==> config.mk <==
export PLATFORM = sky130hd
export DESIGN_NAME = ibrl_ctrl
export DESIGN_NICKNAME = d
export VERILOG_FILES = /design/src/hdl/ibrl_pkg.sv /design/src/hdl/ibrl_ctrl.sv
export SDC_FILE = /design/constraint.sdc
export NUM_CORES = 1
export LEC_CHECK = 0
export BUFFER_PORTS_ARGS = -buffer_cell sky130_fd_sc_hd__clkbuf_2
export CORE_AREA = 2 2 39 41
export CTS_CLUSTER_DIAMETER = 60
export DETAILED_ROUTE_END_ITERATION = 10
export DIE_AREA = 0 0 41 43
export GPL_TIMING_DRIVEN = 1
export HOLD_SLACK_MARGIN = 0.02
export PLACE_DENSITY = 0.67
export SYNTH_ARGS = -nofsm -noshare
export SYNTH_HDL_FRONTEND = slang
export SYNTH_SLANG_ARGS = --single-unit
==> constraint.sdc <==
create_clock -name i_clk -period 3.37 [get_ports i_clk]
set_input_delay 0.5055 -clock i_clk [delete_from_list [all_inputs] [get_ports i_clk]]
set_output_delay 0.5055 -clock i_clk [all_outputs]
set_load 0.01 [all_outputs]
==> src/hdl/ibrl_pkg.sv <==
// ----------------------------------------------------------------------------
// ibrl_pkg
// Shared types and constants of the implicit B-tree range lookup unit:
// command codes, item field layout and the controller/datapath interface.
// ----------------------------------------------------------------------------
package ibrl_pkg;

    // Command codes carried in the input tuser
    localparam int CMD_W = 2;
    localparam logic [CMD_W-1:0] CMD_KEY_WR = 2'd0;
    localparam logic [CMD_W-1:0] CMD_ENT_WR = 2'd1;
    localparam logic [CMD_W-1:0] CMD_LOOKUP = 2'd2;

    // Input item fields
    localparam int LEVEL_W  = 2;
    localparam int SLOT_W   = 10;
    localparam int KEY_W    = 32;
    localparam int TID_W    = 16;
    localparam int SECTOR_W = 32;

    localparam int LEVEL_LSB   = 0;
    localparam int SLOT_LSB    = LEVEL_LSB + LEVEL_W;
    localparam int KEY_LSB     = SLOT_LSB + SLOT_W;
    localparam int PRES_LSB    = KEY_LSB + KEY_W;
    localparam int TID_LSB     = PRES_LSB + 1;
    localparam int SECTOR_LSB  = TID_LSB + TID_W;
    localparam int IN_FIELDS_W = SECTOR_LSB + SECTOR_W;
    localparam int IN_TDATA_W  = ((IN_FIELDS_W + 7) / 8) * 8;

    // Result item fields
    localparam int LEAF_SLOT_W  = 10;
    localparam int LEAF_LSB     = 0;
    localparam int FTID_LSB     = LEAF_LSB + LEAF_SLOT_W;
    localparam int IOERR_LSB    = FTID_LSB + TID_W;
    localparam int OUT_FIELDS_W = IOERR_LSB + 1;
    localparam int OUT_TDATA_W  = ((OUT_FIELDS_W + 7) / 8) * 8;

    localparam logic [LEAF_SLOT_W-1:0] LEAF_SLOT_MAX = '1;

    // Tree depth register
    localparam int DEPTH_W = 3;

    // Controller to datapath commands
    typedef struct packed {
        logic clr;       // clear one row of each store
        logic cap;       // capture the input item
        logic kdiv;      // split key slot into node row and lane
        logic kwr;       // write one key
        logic ewr;       // write one target entry
        logic node_rd;   // read the node row of the current level
        logic node_cmp;  // search the node and step down
        logic tgt_rd;    // read the target entry of the leaf
        logic load_out;  // load the result register
    } t_ctl_cmd;

    // Datapath to controller status
    typedef struct packed {
        logic             clr_last;
        logic             depth_zero;
        logic             lvl_last;
        logic [CMD_W-1:0] in_cmd;
    } t_ctl_sts;

endpackage

==> src/hdl/ibrl_ctrl.sv <==
// ----------------------------------------------------------------------------
// ibrl_ctrl
// Sequencer of the lookup unit: clearing pass, command dispatch, per-level
// node walk and result hand-off to the output register.
// ----------------------------------------------------------------------------
module ibrl_ctrl (
    input  logic                i_clk,
    input  logic                i_rst_n,
    input  logic                i_in_valid,
    output logic                o_in_ready,
    output logic                o_out_valid,
    input  logic                i_out_ready,
    output ibrl_pkg::t_ctl_cmd  o_cmd,
    input  ibrl_pkg::t_ctl_sts  i_sts
);

    typedef enum logic [3:0] {
        ST_CLEAR,
        ST_IDLE,
        ST_KDIV,
        ST_KWR,
        ST_EWR,
        ST_RD,
        ST_CMP,
        ST_TRD,
        ST_DONE
    } t_state;

    t_state r_state;
    t_state n_state;
    logic   r_out_valid;
    logic   n_out_valid;
    logic   in_fire;

    assign o_in_ready  = (r_state == ST_IDLE);
    assign o_out_valid = r_out_valid;
    assign in_fire     = i_in_valid && o_in_ready;

    always_comb begin
        n_state = r_state;
        o_cmd   = '0;
        case (r_state)
            ST_CLEAR: begin
                o_cmd.clr = 1'b1;
                if (i_sts.clr_last) begin
                    n_state = ST_IDLE;
                end
            end
            ST_IDLE: begin
                o_cmd.cap = i_in_valid;
                if (i_in_valid) begin
                    case (i_sts.in_cmd)
                        ibrl_pkg::CMD_KEY_WR: n_state = ST_KDIV;
                        ibrl_pkg::CMD_ENT_WR: n_state = ST_EWR;
                        ibrl_pkg::CMD_LOOKUP: n_state = i_sts.depth_zero ? ST_TRD : ST_RD;
                        default:              n_state = ST_DONE;
                    endcase
                end
            end
            ST_KDIV: begin
                o_cmd.kdiv = 1'b1;
                n_state    = ST_KWR;
            end
            ST_KWR: begin
                o_cmd.kwr = 1'b1;
                n_state   = ST_DONE;
            end
            ST_EWR: begin
                o_cmd.ewr = 1'b1;
                n_state   = ST_DONE;
            end
            ST_RD: begin
                o_cmd.node_rd = 1'b1;
                n_state       = ST_CMP;
            end
            ST_CMP: begin
                o_cmd.node_cmp = 1'b1;
                n_state        = i_sts.lvl_last ? ST_TRD : ST_RD;
            end
            ST_TRD: begin
                o_cmd.tgt_rd = 1'b1;
                n_state      = ST_DONE;
            end
            ST_DONE: begin
                // hold until the output register is free or drains now
                if (!r_out_valid || i_out_ready) begin
                    o_cmd.load_out = 1'b1;
                    n_state        = ST_IDLE;
                end
            end
            default: n_state = ST_IDLE;
        endcase
    end

    always_comb begin
        if (o_cmd.load_out) begin
            n_out_valid = 1'b1;
        end else if (i_out_ready) begin
            n_out_valid = 1'b0;
        end else begin
            n_out_valid = r_out_valid;
        end
    end

    always_ff @(posedge i_clk) begin
        if (!i_rst_n) begin
            r_state     <= ST_CLEAR;
            r_out_valid <= 1'b0;
        end else begin
            r_state     <= n_state;
            r_out_valid <= n_out_valid;
        end
    end

    a_fire_leaves_idle: assert property (@(posedge i_clk) disable iff (!i_rst_n)
        in_fire |=> (r_state != ST_IDLE))
        else $error("accepted item did not start work");

    a_result_from_done: assert property (@(posedge i_clk) disable iff (!i_rst_n)
        $rose(r_out_valid) |-> ($past(r_state) == ST_DONE))
        else $error("result shown without finishing an item");

endmodule

# After elaboration in Yosys (flattened, before gate mapping)
# Index checks and enable logic that the tools add are counted.
[word_totals]
input_bits = 9
out_inout_bits = 11
elab_cells = 41
regBits = 5
[classes]
n_eq_ne = 13
n_mux = 19
n_reduce_logical = 7
[ops]
columns = ["op", "count"]
rows = [
  ["$pmux W4 S7", 1],
  ["$eq A4 B3 Y1 const B", 4],
  ["$mux W1", 12],
  ["$mux W4", 3],
  ["$pmux W4 S3", 1],
  ["$eq A4 B2 Y1 const B", 2],
  ["$ne A2 B2 Y1 const B", 3],
  ["$eq A4 B1 Y1 const B", 1],
  ["$eq A4 B4 Y1 const B", 1],
  ["$logic_not A4 Y1", 1],
  ["$mux W2", 2],
  ["$reduce_and A3 Y1", 1],
  ["$reduce_or A3 Y1", 1],
  ["$eq A2 B1 Y1 const B", 1],
  ["$eq A2 B2 Y1 const B", 1],
  ["$logic_not A2 Y1", 1],
  ["$reduce_bool A2 Y1", 1],
  ["$logic_not A1 Y1", 1],
  ["$logic_or A1 B1 Y1", 1],
]

# Depth between registers and ports, before layout
[logic_depth]
depth_word = 5
mapped_depth = 6
mapped_depth_nobuf = 6

# Least setup slack after synthesis
# No wires, ideal clock.
[synth_path]
path_kind = "register to output"
start = "reg r_state[3]"
end = "out o_cmd[0] in the netlist's numbering"
t_arrival_ns = 1.132
n_path_buf = 2
required_time_ns = 2.864
path_stages_with_launch = 5
setup_slack_ns = 1.733
cell_sequence = "dfxtp_1 buf_4 or4b_4 nor2b_1 buf_4"
[synth_rtl]
columns = ["element", "line", "rtl"]
rows = [
  ["from (decl)", "ibrl_ctrl.sv:29", "t_state r_state;"],
  ["from (signal assigned)", "ibrl_ctrl.sv:110", "r_state <= n_state;"],
  ["to (decl)", "ibrl_ctrl.sv:13", "output ibrl_pkg::t_ctl_cmd o_cmd,"],
]

==> results.txt <==
----------------------------------------------------
[Timing]
  Worst max-slew margin expressed relative to the limit ... 0.689
  Smallest hold slack ... ~0.5 ns
  Slew at the pin closest to its max-slew limit ... 0.467 ns
  Final period utilization ... 0.608
  Setup Skew ... 0.00127 ns
  Final-report max-slew violation count ... 0
  Final setup violating endpoints ... 0
  Clock period minus final worst setup slack ... 2.05 ns
  Sum of negative setup slack ... 0 ns
  Setup repair after global routing missed its margin ... no
  Maximum clock rate ... ~0.49 GHz
  Final-report hold violation count ... 0

[Routing]
  First DRT Iteration DRCs ... 2
  Post-detailed-route wirelength per cell ... 9.93 microns
  Total iterations of the first detailed-routing run ... 2
  DR vias/cell ... 4.69
  Total detailed-routing wirelength ... between 900 and 1000 microns
  Remaining antenna violation count ... 0
  DR vias ... 427
  DR DRC count ... 0

[Synthesis]
  Most used DFF post-synth ... sky130_fd_sc_hd__dfxtp_1
  Async set or reset register ratio after synthesis ... 0
  Yosys Warn Count ... 0
  Area share of the leading cell type in the synthesized netlist ... 0.229
  Post-synthesis instance area ... 437 sq um
  Yosys cell types ... 24
  Largest cells by area after synthesis ... sky130_fd_sc_hd__dfxtp_1 23%, sky130_fd_sc_hd__ha_1 8.6%, sky130_fd_sc_hd__a21oi_1 5.7%
  Register area share after synthesis ... 0.229
  Number of nets produced by synthesis ... 69
  Cell taking the most area after synthesis ... sky130_fd_sc_hd__dfxtp_1
  Number of flops mapped to enable cells by yosys ... 0
  FF+latch count, synth ... 5
  Synthesized instance count ... 57
  Average footprint of a synthesized cell ... ~7.7 sq um
  Synth top cells by count ... 5 x sky130_fd_sc_hd__a21oi_1, 5 x sky130_fd_sc_hd__dfxtp_1, 5 x sky130_fd_sc_hd__inv_1, 5 x sky130_fd_sc_hd__nor2_1

[Critical path]
  Type of the setup path with the least slack ... reg -> out
  Register-to-register path setup slack ... ~1.9 ns
  Required time of the worst setup path ... 2.86 ns
  Element type at the critical path end ... output pin
  Crit path max fanout ... 14
  Worst flop-to-flop path endpoint ... r_state[0]
  Number of cells traversed by the worst register-to-register path ... 3
  Arr. time, crit path ... 1.54 ns
  Crit start category ... flop
  Startpoint of the worst register-to-register path ... r_state[1]

[Floorplan]
  Core area ... between 0.001 and 0.0015 sq mm
  Die Height ... 43 microns
  Number of rows created at floorplan ... 14
  DIE AREA ... ~0.0018 sq mm
  I/O pin count ... 20
  Initial core utilization ... 0.316
  Chip Width ... a little over 40 microns

[CTS]
  Clock slew at reported path FFs ... 0.04 ns
  Later-pin clock latency in the skew report ... 0.23 ns
  Number of hold-repair buffers added at the cts stage ... 0
  # H-tree levels ... 1
  Number of buffers added by the clock tree synthesis step ... 3
  Cells resized by post-CTS repair ... 0
  Largest buffer count on any clock path ... 2
  Root Buffer Master ... sky130_fd_sc_hd__clkbuf_4
  Clock tree from TritonCTS ... built
  Post-CTS setup buffer count ... 0
  Sink count of the clock tree ... 5

[Pwr]
  Max VDD drop ... around 120 uV
  Final Total Pwr ... 160 uW
  PD cells ... 293 mW/mm^2
  Cell leakage power ... 0.000259 uW

[GRT]
  Total routing usage reported by global routing ... 0.117
  Pin count of the biggest net entering global routing ... 15
  Remaining global-route overflow ... 0
  Via count of the first global-routing pass ... ~380
  Initial antenna violation count ... 0
  First-pass GRT wire length ... around 1400 microns

[Placement]
  Post-DP HPWL ... 747 microns
  Global placement routability congestion ... 0.712
  Post-place instance area ... 519 sq um
  Buffers added on ports ... 19

[Layout]
  Fraction of layout cells with a size suffix above 1 ... 0.360
  Post-route design area ... between 500 and 600 sq um
  Signed area change from the synthesized netlist to the final layout ... 24.9%
  Number of nets in the finished design ... between 80 and 90
  Diode count ... 0
  Multi-input gate area in the final layout ... 285 sq um
  FILL cells ... 145
  Sequential Area ... 100 sq um

[Job]
  Total of max-cap violations ... 0

[Worst hold path]
  Kind of path behind the tightest hold check ... in -> reg
  Startpoint of the tightest hold check path ... i_rst_n
  Worst hold path cell count ... 2
  Sink of the worst hold path ... r_state[3]

[Run status]
  Result of the run ... completed

----------------------------------------------------
[worst max-delay path, stage by stage (launching register included)]
cell and delay, ns:
sky130_fd_sc_hd__dfxtp_1 0.44, sky130_fd_sc_hd__or4b_4 0.61, sky130_fd_sc_hd__nor2b_1 0.12, sky130_fd_sc_hd__clkbuf_2 0.13
[power breakdown]
group	switching (uW)	total, uW	leakage, uW	internal [uW]
clock network	21.8	66.4	0.0000150	44.6
registers	4.71	65.7	0.0000406	61.0
logic	14.0	27.7	0.000204	13.7
[metal layers]
| layer | GRT usage | vias to the layer above | routed length, microns |
|---|---|---|---|
| met2 | 0.194 | 12 | 475 |
| met3 | 0.0314 | 2 | 45 |
| li1 | - | 230 | - |
| met1 | 0.106 | 183 | 373 |
| met5 | 0 | - | 0 |
| met4 | 0.100 | 0 | 9 |
[area by class of cell]
class,count,share of cell area
Multi-Input combinational cell,42,0.523
Tap cell,16,0.0367
Timing Repair Buffer,19,0.174
Sequential cell,5,0.183
Inverter,5,0.0344
Clock buffer,4,0.0482
[placed cells by master, fill, tap and decap left out, types with 2 or more instances in the layout]
master                     Yosys  final
sky130_fd_sc_hd__ha_1          3      3
sky130_fd_sc_hd__inv_1         5      5
sky130_fd_sc_hd__and2_1        2      2
sky130_fd_sc_hd__nor2_1        5      5
sky130_fd_sc_hd__nand2_1       2      2
sky130_fd_sc_hd__nor2b_1       3      3
sky130_fd_sc_hd__nor3_1        4      4
sky130_fd_sc_hd__a21oi_1       5      5
sky130_fd_sc_hd__clkbuf_2      0     19
sky130_fd_sc_hd__nand2b_1      4      4
sky130_fd_sc_hd__dfxtp_1       5      5
sky130_fd_sc_hd__clkbuf_4      0      3
sky130_fd_sc_hd__o21ai_0       3      3
[through the flow]
step	setup WS (ns)	instances	util
after global placement	1.61	87	0.375
after global routing	1.22	91	0.394
after CTS	1.31	91	0.394
final	1.32	91	0.394
after floorplan	1.73	57	-
after detailed placement	1.57	87	0.375
[worst max-delay path by stage]
stage	start	endpoint	slack [ns]	depth (start not counted)
after CTS	r_state[1]	o_cmd[0]	1.31	3
after global routing	r_state[1]	o_cmd[0]	1.22	3
after global placement	r_state[1]	o_cmd[0]	1.61	3
final	r_state[1]	o_cmd[0]	1.32	3
after floorplan	r_state[3]	o_cmd[0]	1.73	4
after detailed placement	r_state[1]	o_cmd[0]	1.57	3
[flip-flops by register name, indices dropped and copies added, names as in the netlist]
name         count
o_out_valid      1
r_state          4
[kinds of logic after synthesis]
kind of cell / share of synthesized area
adder cells (fa/ha/maj): 0.0860
buffers and inverters: 0.117
AND/OR/NAND/NOR: 0.350
AO/OA/AOI/OAI: 0.195
flip-flops: 0.229
multiplexers: 0.0229
(Power assumes the default switching activity.)
